$ cat src/hdl/pru_pkg.sv
`timescale 1ns / 1ps
`default_nettype none
// ----------------------------------------------------------------------------
// pru_pkg
// Shared types and codes for the priority ready queue and mutex unit.
// ----------------------------------------------------------------------------
package pru_pkg;

  // operation codes
  localparam logic [1:0] OP_ENQUEUE = 2'd0;
  localparam logic [1:0] OP_DEQUEUE = 2'd1;
  localparam logic [1:0] OP_WAIT    = 2'd2;
  localparam logic [1:0] OP_SIGNAL  = 2'd3;

  // result status codes
  localparam logic [3:0] ST_ENQUEUED     = 4'd0;
  localparam logic [3:0] ST_READY_FULL   = 4'd1;
  localparam logic [3:0] ST_DEQUEUED     = 4'd2;
  localparam logic [3:0] ST_READY_EMPTY  = 4'd3;
  localparam logic [3:0] ST_ACQUIRED     = 4'd4;
  localparam logic [3:0] ST_BLOCKED      = 4'd5;
  localparam logic [3:0] ST_WAIT_FULL    = 4'd6;
  localparam logic [3:0] ST_RELEASED     = 4'd7;
  localparam logic [3:0] ST_WOKE_WAITER  = 4'd8;
  localparam logic [3:0] ST_INVALID_LOCK = 4'd9;

  typedef struct packed {
    logic [1:0] opcode;
    logic [7:0] task_id;
    logic [1:0] prio_level;
    logic [1:0] lock_id;
  } in_item_t;

  typedef struct packed {
    logic [3:0] status;
    logic [7:0] out_task;
    logic [7:0] lock_owner;
  } out_item_t;

  typedef enum logic [1:0] {
    S_IDLE,
    S_EXEC,
    S_FETCH,
    S_OUT
  } state_t;

  // controller to datapath
  typedef struct packed {
    logic accept;
    logic exec;
    logic fetch;
    logic load_out;
  } ctl_cmd_t;

  // datapath to controller
  typedef struct packed {
    logic needs_read;
    logic out_free;
  } dp_stat_t;

endpackage
`default_nettype wire

$ cat src/hdl/pru_ram.sv
`timescale 1ns / 1ps
`default_nettype none
// ----------------------------------------------------------------------------
// pru_ram
// Simple dual-port RAM, one write port and one registered read port.
// ----------------------------------------------------------------------------
module pru_ram #(
  parameter int WIDTH = 8,
  parameter int DEPTH = 64
) (
  input  wire logic                     clk,
  input  wire logic                     we,
  input  wire logic [$clog2(DEPTH)-1:0] waddr,
  input  wire logic [WIDTH-1:0]         wdata,
  input  wire logic                     re,
  input  wire logic [$clog2(DEPTH)-1:0] raddr,
  output logic      [WIDTH-1:0]         rdata
);

  logic [WIDTH-1:0] mem [DEPTH];

  always_ff @(posedge clk) begin
    if (we) begin
      mem[waddr] <= wdata;
    end
    if (re) begin
      rdata <= mem[raddr];
    end
  end

endmodule
`default_nettype wire

$ cat src/hdl/pru_ctrl.sv
`timescale 1ns / 1ps
`default_nettype none
// ----------------------------------------------------------------------------
// pru_ctrl
// Sequencer: accept, execute, optional memory fetch, result load.
// ----------------------------------------------------------------------------
module pru_ctrl (
  input  wire logic              clk,
  input  wire logic              rst,
  input  wire logic              in_valid,
  output logic                   in_ready,
  input  wire pru_pkg::dp_stat_t stat,
  output pru_pkg::ctl_cmd_t      cmd
);

  pru_pkg::state_t state, state_next;

  always_ff @(posedge clk) begin
    if (rst) begin
      state <= pru_pkg::S_IDLE;
    end else begin
      state <= state_next;
    end
  end

  always_comb begin
    state_next = state;
    case (state)
      pru_pkg::S_IDLE:  if (in_valid) state_next = pru_pkg::S_EXEC;
      pru_pkg::S_EXEC:  state_next = stat.needs_read ? pru_pkg::S_FETCH : pru_pkg::S_OUT;
      pru_pkg::S_FETCH: state_next = pru_pkg::S_OUT;
      pru_pkg::S_OUT:   if (stat.out_free) state_next = pru_pkg::S_IDLE;
      default:          state_next = pru_pkg::S_IDLE;
    endcase
  end

  always_comb begin
    cmd      = '0;
    in_ready = 1'b0;
    case (state)
      pru_pkg::S_IDLE: begin
        in_ready   = 1'b1;
        cmd.accept = in_valid;
      end
      pru_pkg::S_EXEC:  cmd.exec = 1'b1;
      pru_pkg::S_FETCH: cmd.fetch = 1'b1;
      pru_pkg::S_OUT:   cmd.load_out = stat.out_free;
      default: begin
        cmd      = '0;
        in_ready = 1'b0;
      end
    endcase
  end

endmodule
`default_nettype wire

$ cat src/hdl/pru_datapath.sv
`timescale 1ns / 1ps
`default_nettype none
// ----------------------------------------------------------------------------
// pru_datapath
// Ready FIFO and wait FIFO pointers, mutex state, FIFO memories and the
// result register.
// ----------------------------------------------------------------------------
module pru_datapath #(
  parameter int LEVELS      = 4,
  parameter int QUEUE_DEPTH = 16,
  parameter int NUM_LOCKS   = 3,
  parameter int ID_BITS     = 8
) (
  input  wire logic               clk,
  input  wire logic               rst,
  input  wire pru_pkg::in_item_t  in_data,
  input  wire pru_pkg::ctl_cmd_t  cmd,
  output pru_pkg::dp_stat_t       stat,
  output logic                    out_valid,
  input  wire logic               out_ready,
  output pru_pkg::out_item_t      out_data
);

  localparam int PTR_W  = $clog2(QUEUE_DEPTH);
  localparam int CNT_W  = $clog2(QUEUE_DEPTH + 1);
  localparam int LVL_W  = (LEVELS > 1) ? $clog2(LEVELS) : 1;
  localparam int LOCK_W = (NUM_LOCKS > 1) ? $clog2(NUM_LOCKS) : 1;
  localparam int RA_W   = $clog2(LEVELS * QUEUE_DEPTH);
  localparam int WA_W   = $clog2(NUM_LOCKS * QUEUE_DEPTH);
  localparam int WE_W   = LVL_W + ID_BITS;

  function automatic logic [PTR_W-1:0] fifo_tail(input logic [PTR_W-1:0] head,
                                                 input logic [CNT_W-1:0] count);
    logic [CNT_W:0] sum;
    sum = (CNT_W+1)'(head) + (CNT_W+1)'(count);
    if (sum >= (CNT_W+1)'(QUEUE_DEPTH)) sum = sum - (CNT_W+1)'(QUEUE_DEPTH);
    return sum[PTR_W-1:0];
  endfunction

  function automatic logic [PTR_W-1:0] ptr_inc(input logic [PTR_W-1:0] p);
    return (p == PTR_W'(QUEUE_DEPTH - 1)) ? '0 : p + PTR_W'(1);
  endfunction

  pru_pkg::in_item_t cur;

  logic [PTR_W-1:0]   ready_head  [LEVELS];
  logic [CNT_W-1:0]   ready_count [LEVELS];
  logic [PTR_W-1:0]   wait_head   [NUM_LOCKS];
  logic [CNT_W-1:0]   wait_count  [NUM_LOCKS];
  logic               lock_taken  [NUM_LOCKS];
  logic [ID_BITS-1:0] owner_store [NUM_LOCKS];

  logic [3:0] res_status;
  logic [7:0] res_task;
  logic [7:0] res_owner;

  logic [ID_BITS-1:0] id;
  logic [LVL_W-1:0]   lvl;
  logic               lk_ok;
  logic [LOCK_W-1:0]  lk;
  logic               deq_hit;
  logic [LVL_W-1:0]   deq_lvl;
  logic               wait_full;
  logic               has_waiter;

  logic [WE_W-1:0]    wait_rdata;
  logic [ID_BITS-1:0] ready_rdata;
  logic [ID_BITS-1:0] wid;
  logic [LVL_W-1:0]   push_lvl;
  logic               push_ok;
  logic               push_we;

  logic [RA_W-1:0] ready_waddr, ready_raddr;
  logic [WA_W-1:0] wait_waddr, wait_raddr;
  logic            wait_we;

  always_comb begin
    id    = ID_BITS'(cur.task_id);
    lvl   = (32'(cur.prio_level) >= 32'(LEVELS)) ? LVL_W'(LEVELS - 1) : LVL_W'(cur.prio_level);
    lk_ok = 32'(cur.lock_id) < 32'(NUM_LOCKS);
    lk    = lk_ok ? LOCK_W'(cur.lock_id) : '0;
  end

  // lowest-numbered non-empty level
  always_comb begin
    deq_hit = 1'b0;
    deq_lvl = '0;
    for (int i = LEVELS - 1; i >= 0; i--) begin
      if (ready_count[i] != '0) begin
        deq_hit = 1'b1;
        deq_lvl = LVL_W'(i);
      end
    end
  end

  assign wait_full  = wait_count[lk] >= CNT_W'(QUEUE_DEPTH);
  assign has_waiter = wait_count[lk] != '0;

  assign wid = wait_rdata[ID_BITS-1:0];

  // ready push: enqueue in execute, handoff of a woken waiter in fetch
  assign push_lvl = cmd.fetch ? wait_rdata[ID_BITS +: LVL_W] : lvl;
  assign push_ok  = ready_count[push_lvl] < CNT_W'(QUEUE_DEPTH);
  assign push_we  = push_ok && ((cmd.exec && cur.opcode == pru_pkg::OP_ENQUEUE) ||
                                (cmd.fetch && cur.opcode == pru_pkg::OP_SIGNAL));

  assign ready_waddr = RA_W'(32'(push_lvl) * QUEUE_DEPTH +
                             32'(fifo_tail(ready_head[push_lvl], ready_count[push_lvl])));
  assign ready_raddr = RA_W'(32'(deq_lvl) * QUEUE_DEPTH + 32'(ready_head[deq_lvl]));

  assign wait_we    = cmd.exec && cur.opcode == pru_pkg::OP_WAIT && lk_ok &&
                      lock_taken[lk] && !wait_full;
  assign wait_waddr = WA_W'(32'(lk) * QUEUE_DEPTH +
                            32'(fifo_tail(wait_head[lk], wait_count[lk])));
  assign wait_raddr = WA_W'(32'(lk) * QUEUE_DEPTH + 32'(wait_head[lk]));

  pru_ram #(
    .WIDTH (ID_BITS),
    .DEPTH (LEVELS * QUEUE_DEPTH)
  ) u_ready_ram (
    .clk   (clk),
    .we    (push_we),
    .waddr (ready_waddr),
    .wdata (cmd.fetch ? wid : id),
    .re    (cmd.exec && cur.opcode == pru_pkg::OP_DEQUEUE),
    .raddr (ready_raddr),
    .rdata (ready_rdata)
  );

  pru_ram #(
    .WIDTH (WE_W),
    .DEPTH (NUM_LOCKS * QUEUE_DEPTH)
  ) u_wait_ram (
    .clk   (clk),
    .we    (wait_we),
    .waddr (wait_waddr),
    .wdata ({lvl, id}),
    .re    (cmd.exec && cur.opcode == pru_pkg::OP_SIGNAL),
    .raddr (wait_raddr),
    .rdata (wait_rdata)
  );

  always_comb begin
    stat.out_free   = !out_valid || out_ready;
    stat.needs_read = (cur.opcode == pru_pkg::OP_DEQUEUE && deq_hit) ||
                      (cur.opcode == pru_pkg::OP_SIGNAL && lk_ok && has_waiter);
  end

  // control state
  always_ff @(posedge clk) begin
    if (rst) begin
      for (int i = 0; i < LEVELS; i++) begin
        ready_head[i]  <= '0;
        ready_count[i] <= '0;
      end
      for (int i = 0; i < NUM_LOCKS; i++) begin
        wait_head[i]   <= '0;
        wait_count[i]  <= '0;
        lock_taken[i]  <= 1'b0;
        owner_store[i] <= '0;
      end
      out_valid <= 1'b0;
    end else begin
      if (push_we) begin
        ready_count[push_lvl] <= ready_count[push_lvl] + CNT_W'(1);
      end
      if (cmd.exec) begin
        case (cur.opcode)
          pru_pkg::OP_DEQUEUE: begin
            if (deq_hit) begin
              ready_head[deq_lvl]  <= ptr_inc(ready_head[deq_lvl]);
              ready_count[deq_lvl] <= ready_count[deq_lvl] - CNT_W'(1);
            end
          end
          pru_pkg::OP_WAIT: begin
            if (lk_ok) begin
              if (!lock_taken[lk]) begin
                lock_taken[lk]  <= 1'b1;
                owner_store[lk] <= id;
              end else if (!wait_full) begin
                wait_count[lk] <= wait_count[lk] + CNT_W'(1);
              end
            end
          end
          pru_pkg::OP_SIGNAL: begin
            if (lk_ok) begin
              if (has_waiter) begin
                wait_head[lk]  <= ptr_inc(wait_head[lk]);
                wait_count[lk] <= wait_count[lk] - CNT_W'(1);
              end else begin
                lock_taken[lk]  <= 1'b0;
                owner_store[lk] <= '0;
              end
            end
          end
          default: ;
        endcase
      end
      // handoff: the oldest waiter now owns the mutex, which stays taken
      if (cmd.fetch && cur.opcode == pru_pkg::OP_SIGNAL) begin
        owner_store[lk] <= wid;
      end
      if (cmd.load_out) begin
        out_valid <= 1'b1;
      end else if (out_ready) begin
        out_valid <= 1'b0;
      end
    end
  end

  // payload
  always_ff @(posedge clk) begin
    if (cmd.accept) begin
      cur <= in_data;
    end
    if (cmd.exec) begin
      res_task  <= '0;
      res_owner <= '0;
      case (cur.opcode)
        pru_pkg::OP_ENQUEUE: begin
          res_status <= push_ok ? pru_pkg::ST_ENQUEUED : pru_pkg::ST_READY_FULL;
        end
        pru_pkg::OP_DEQUEUE: begin
          res_status <= deq_hit ? pru_pkg::ST_DEQUEUED : pru_pkg::ST_READY_EMPTY;
        end
        pru_pkg::OP_WAIT: begin
          if (!lk_ok) begin
            res_status <= pru_pkg::ST_INVALID_LOCK;
          end else if (!lock_taken[lk]) begin
            res_status <= pru_pkg::ST_ACQUIRED;
            res_owner  <= 8'(id);
          end else begin
            res_status <= wait_full ? pru_pkg::ST_WAIT_FULL : pru_pkg::ST_BLOCKED;
            res_owner  <= 8'(owner_store[lk]);
          end
        end
        pru_pkg::OP_SIGNAL: begin
          if (!lk_ok) begin
            res_status <= pru_pkg::ST_INVALID_LOCK;
          end else begin
            res_status <= has_waiter ? pru_pkg::ST_WOKE_WAITER : pru_pkg::ST_RELEASED;
          end
        end
        default: res_status <= pru_pkg::ST_INVALID_LOCK;
      endcase
    end
    if (cmd.fetch) begin
      if (cur.opcode == pru_pkg::OP_SIGNAL) begin
        res_task  <= 8'(wid);
        res_owner <= 8'(wid);
      end else begin
        res_task <= 8'(ready_rdata);
      end
    end
    if (cmd.load_out) begin
      out_data.status     <= res_status;
      out_data.out_task   <= res_task;
      out_data.lock_owner <= res_owner;
    end
  end

endmodule
`default_nettype wire

$ cat src/hdl/priority_ready_queue_mutex_unit.sv
`timescale 1ns / 1ps
`default_nettype none
// ----------------------------------------------------------------------------
// priority_ready_queue_mutex_unit
// Per-level ready FIFOs and binary mutexes with wait FIFOs.
// ----------------------------------------------------------------------------
// One command is processed per transaction and each gives one result. The
// result is loaded after the execute step; a dequeue that finds a task and a
// signal that wakes a waiter also pass a fetch step, since the FIFO entry
// comes out of a memory with a registered read port. The next command is
// taken in the cycle after the result is loaded, even while that result is
// still waiting on out_ready, so a new command is not accepted before the
// previous one has loaded its result. A new result waits for the previous
// one to be taken before it is loaded. The sequencer is the limit: one
// command is in flight at a time. The FIFO memories need no clearing after
// reset.
module priority_ready_queue_mutex_unit #(
  parameter int LEVELS      = 4,
  parameter int QUEUE_DEPTH = 16,
  parameter int NUM_LOCKS   = 3,
  parameter int ID_BITS     = 8
) (
  input  wire logic               clk,
  input  wire logic               rst,
  input  wire logic               in_valid,
  output logic                    in_ready,
  input  wire pru_pkg::in_item_t  in_data,
  output logic                    out_valid,
  input  wire logic               out_ready,
  output pru_pkg::out_item_t      out_data
);

  pru_pkg::ctl_cmd_t cmd;
  pru_pkg::dp_stat_t stat;

  pru_ctrl u_ctrl (
    .clk      (clk),
    .rst      (rst),
    .in_valid (in_valid),
    .in_ready (in_ready),
    .stat     (stat),
    .cmd      (cmd)
  );

  pru_datapath #(
    .LEVELS      (LEVELS),
    .QUEUE_DEPTH (QUEUE_DEPTH),
    .NUM_LOCKS   (NUM_LOCKS),
    .ID_BITS     (ID_BITS)
  ) u_datapath (
    .clk       (clk),
    .rst       (rst),
    .in_data   (in_data),
    .cmd       (cmd),
    .stat      (stat),
    .out_valid (out_valid),
    .out_ready (out_ready),
    .out_data  (out_data)
  );

endmodule
`default_nettype wire

$ cat config.mk
export PLATFORM = sky130hd
export DESIGN_NAME = priority_ready_queue_mutex_unit
export DESIGN_NICKNAME = d
export VERILOG_FILES = /design/src/hdl/pru_pkg.sv /design/src/hdl/pru_ram.sv /design/src/hdl/pru_ctrl.sv /design/src/hdl/pru_datapath.sv /design/src/hdl/priority_ready_queue_mutex_unit.sv
export SDC_FILE = /design/constraint.sdc
export NUM_CORES = 2
export LEC_CHECK = 0
export ABC_AREA = 1
export BUFFER_PORTS_ARGS = -buffer_cell sky130_fd_sc_hd__buf_2
export CAP_MARGIN = 5
export CELL_PAD_IN_SITES_DETAIL_PLACEMENT = 0
export CELL_PAD_IN_SITES_GLOBAL_PLACEMENT = 1
export CORE_MARGIN = 1
export CORE_UTILIZATION = 40
export DETAILED_ROUTE_END_ITERATION = 7
export PLACE_DENSITY_LB_ADDON = 0.1
export SYNTH_ARGS = -nofsm -noshare
export SYNTH_HDL_FRONTEND = slang
export SYNTH_SLANG_ARGS = --single-unit
$ cat constraint.sdc
create_clock -name clk -period 5.1 [get_ports clk]
set_clock_uncertainty 0.2 [all_clocks]
set_input_delay 0.51 -clock clk [delete_from_list [all_inputs] [get_ports clk]]
set_output_delay 0.51 -clock clk [all_outputs]
set_load 0.05 [all_outputs]
==> summary.txt <==
Logic synthesis
  • Average size of a mapped cell: 11.7 um^2
  • Synth async-reset ratio: 0%
  • Seq cells post-synth: 1175
  • Post-synthesis cell type count: 57
  • Seq/Total Area, Yosys: 71.9%
  • Post-synth EDFFs: 1164
  • Post-Syn Nets: 4237
  • Cells after Synth: 4197
  • Synth Warn #: 0
  • Mapped cell area: 0.0489 mm^2
  • Synth Flop Type: edfxtp_1

Critical path
  • Max incr delay on CP: 0.75 ns
  • WP buf/inv: 2
  • Setup crit end kind: flop
  • Crit Path Max Fanout: 8
  • R2r worst-path depth: 12
  • WP data arrival: 4.89 ns
  • Crit-path leading delay family: simple AND/OR/NAND/NOR gates
  • CP Launch Type: flop
  • Reg2reg setup slack: 0.40 ns
  • Crit path kind: reg -> reg
  • WP data required: 5.29 ns
  • Crit-path cells: inv_1 > ha_1 > o21ai_2 > nand2_1 > o22ai_1 > a221oi_1 > ha_1 > fa_1 > inv_1 > nor2_1 > nand2_1 > nor2_1
  • Critical path's slowest cell: nor2_1
  • Reg2reg start: u_ctrl.state[0]$_SDFFE_PP0P_
  • R2r endpoint: u_datapath.u_ready_ram.mem[38][6]$_DFFE_PP_

Worst hold path
  • Hold Path End: u_datapath.out_data[13]$_DFFE_PP_
  • Worst Hold Class: reg -> reg
  • Hold Crit Depth: 0
  • Min-delay src: u_datapath.res_task[5]$_SDFFCE_PN0P_

STA
  • Setup violators final: 0
  • Total negative setup slack: 0 ns
  • Slew of the pin with the lowest slew margin: 1.06 ns
  • Final Cycle Share: 92.1%
  • Fin. Hold Viols: 0
  • Pins Over Slew Limit: 0
  • Slew headroom: 29.5%
  • RSZ-0062 raised after global routing: false
  • Crit path time final: 4.70 ns
  • Hold WS: 0.219 ns
  • F_max: 213 MHz

Routing
  • Initial drt markers: 2839
  • Antenna Violating Nets Remaining: 0
  • # DRC: 0
  • Via count: 31700
  • First-pass DRT Iterations: 6
  • Wire length per cell: 23.7 um
  • Post-Route WL: 143 mm
  • Vias per inst: 5.27

Floorplanning
  • CORE AREA: 0.121 mm^2
  • Die X: 352 um
  • I/O pin total: 40
  • Die Footprint: 0.124 mm^2
  • Initial core utilization: 40.6%
  • Site Rows: 127
  • Die Height: 352 um

Placement
  • Number of I/O port buffers: 39
  • RePlAce Congestion: 0.870
  • Dpl hpwl: 87.3 mm

Run status
  • Outcome: finished, final reports clean

Clock network
  • Clk buf depth: 3
  • H-tree levels: 4
  • Clk Latency, worst-skew pair: 0.77 ns
  • CTS Root Cell: clkbuf_16
  • Worst-path clk slew: 0.06 ns
  • Num Clock Sinks: 1175
  • CTS Buf Count: 131
  • CTS tree: yes
  • CTS resizes: 0

Global route
  • Initial antenna violation count: 0
  • GRT Total Usage: 23.2%
  • Global-route wire length before repair: 209 mm
  • Vias in the first global route: 31100
  • GR Overflow Total: 0
  • Largest net degree at the start of global routing: 130

Layout
  • Share of cells above drive strength 1: 9.90%
  • Antenna fix cells: 0
  • Nets: 4348
  • Synth-to-layout area growth: 14.3%

Power
  • Maximum VDD drop: 0.403 mV
  • Tot Pwr: 27.4 mW
  • Leakage: 20.0 nW
  • Pwr Density: 489 mW/mm^2

Run
  • Max-cap check violation count: 0
## final cells by class
| cell class | count | area [um^2] |
|---|---|---|
| Inverter | 158 | 598 |
| Multi-Input combinational cell | 2637 | 12200 |
| Tap cell | 1612 | 2020 |
| Fill cell | 11000 | 64700 |
| Clock buffer | 167 | 3520 |
| Sequential cell | 1175 | 35200 |
| Timing Repair Buffer | 205 | 1670 |
| Clock inverter | 71 | 704 |
## sequential cells by signal, indices dropped and copies added (netlist names), 16 cells and up
| name | count |
|---|---|
| u_datapath.owner_store | 32 |
| u_datapath.wait_head | 16 |
| u_datapath.u_ready_ram.mem | 512 |
| u_datapath.ready_head | 16 |
| u_datapath.ready_count | 20 |
| u_datapath.u_wait_ram.mem | 480 |
| u_datapath.wait_count | 20 |
| u_datapath.out_data | 20 |
## logic make-up after synthesis
kind of cell / share of synthesized area (%)
simple gates: 16.9
flops: 71.9
compound gates: 7.02
buf+inv: 3.40
fa+ha+maj: 0.593
xor+xnor: 0.212
## cell usage in the layout, fill, tap and decap left out, types with 31 or more instances in the layout
cell type / n
buf_2: 39
o22ai_1: 45
o21ai_0: 245
nand3_1: 360
clkinv_1: 31
nor2_1: 580
clkbuf_16: 135
nand2_1: 1026
inv_1: 143
buf_4: 134
a21oi_1: 120
edfxtp_1: 1164
## routing by layer
layer  global-route usage [%]  share of wire, %
met1                     31.7                45
met4                     7.04               2.4
met3                     3.21               4.6
met5                        0                 0
met2                     38.6                48
## cells in the mapped netlist, drive strengths merged, types with 2 or more instances
library cell | n | area (um^2)
nand3 | 365 | 1860
o2111ai | 24 | 210
o311ai | 6 | 52.6
a221oi | 8 | 70.1
nor3 | 11 | 65.1
xnor2 | 6 | 60.1
o21a | 2 | 15.0
a22oi | 10 | 75.1
o221ai | 18 | 158
ha | 20 | 250
o31ai | 2 | 15.0
nand2 | 1045 | 3970
edfxtp | 1164 | 35000
a21oi | 121 | 606
nand4 | 4 | 25.0
o22ai | 45 | 282
xor2 | 5 | 43.8
fa | 2 | 40.0
nor2 | 588 | 2250
a31oi | 10 | 62.6
dfxtp | 11 | 220
a211oi | 3 | 22.5
o21ai | 255 | 1280
a32oi | 3 | 33.8
a21o | 25 | 188
inv | 157 | 589
or2 | 11 | 68.8
o32ai | 17 | 149
o211ai | 23 | 173
buf | 127 | 696
clkbuf | 100 | 375
## stage by stage
step	worst slack [ns]	instance area [um^2]	utilization [%]	cells
6_report	0.403	55900	46.4	6025
5_1_grt	0.190	55900	46.4	6025
4_1_cts	0.399	55900	46.4	6025
3_5_place_dp	0.397	51500	42.7	5770
3_3_place_gp	0.479	51500	42.7	5770
2_1_floorplan	0.626	48900	-	4197
## power breakdown
group / internal [mW] / switching (mW)
sequential: 11.7 / 0.129
combinational: 1.36 / 4.77
clock: 5.51 / 3.89
## worst reg2reg max path: stages, from the launching register on
cell and delay [ns]:
dfxtp_1 0.39, inv_1 0.11, ha_1 0.31, o21ai_2 0.36, nand2_1 0.26, o22ai_1 0.25
a221oi_1 0.08, ha_1 0.24, fa_1 0.64, inv_1 0.08, nor2_1 0.14, nand2_1 0.52
nor2_1 0.76
## repair_timing
item	in CTS	in global routing
setup buffers	0	0
endpoints found under the hold margin	17	0
hold buffers	17	0
## how the worst max path moves through the flow
stage,startpoint,end,slack [ns],cells past startpoint
final,u_ctrl.state[0]$_SDFFE_PP0P_,u_datapath.u_ready_ram.mem[38][6]$_DFFE_PP_,0.40,12
after CTS,u_ctrl.state[0]$_SDFFE_PP0P_,u_datapath.u_ready_ram.mem[12][7]$_DFFE_PP_,0.40,13
after detailed placement,u_ctrl.state[0]$_SDFFE_PP0P_,u_datapath.u_ready_ram.mem[12][5]$_DFFE_PP_,0.40,13
after floorplan,u_datapath.id[0]$_DFFE_PP_,u_datapath.u_ready_ram.mem[0][0]$_DFFE_PP_,0.63,2
after global routing,u_ctrl.state[0]$_SDFFE_PP0P_,u_datapath.u_ready_ram.mem[46][5]$_DFFE_PP_,0.19,12
after global placement,u_ctrl.state[0]$_SDFFE_PP0P_,u_datapath.u_ready_ram.mem[12][5]$_DFFE_PP_,0.48,13
Power figures use the tool's default switching activity.
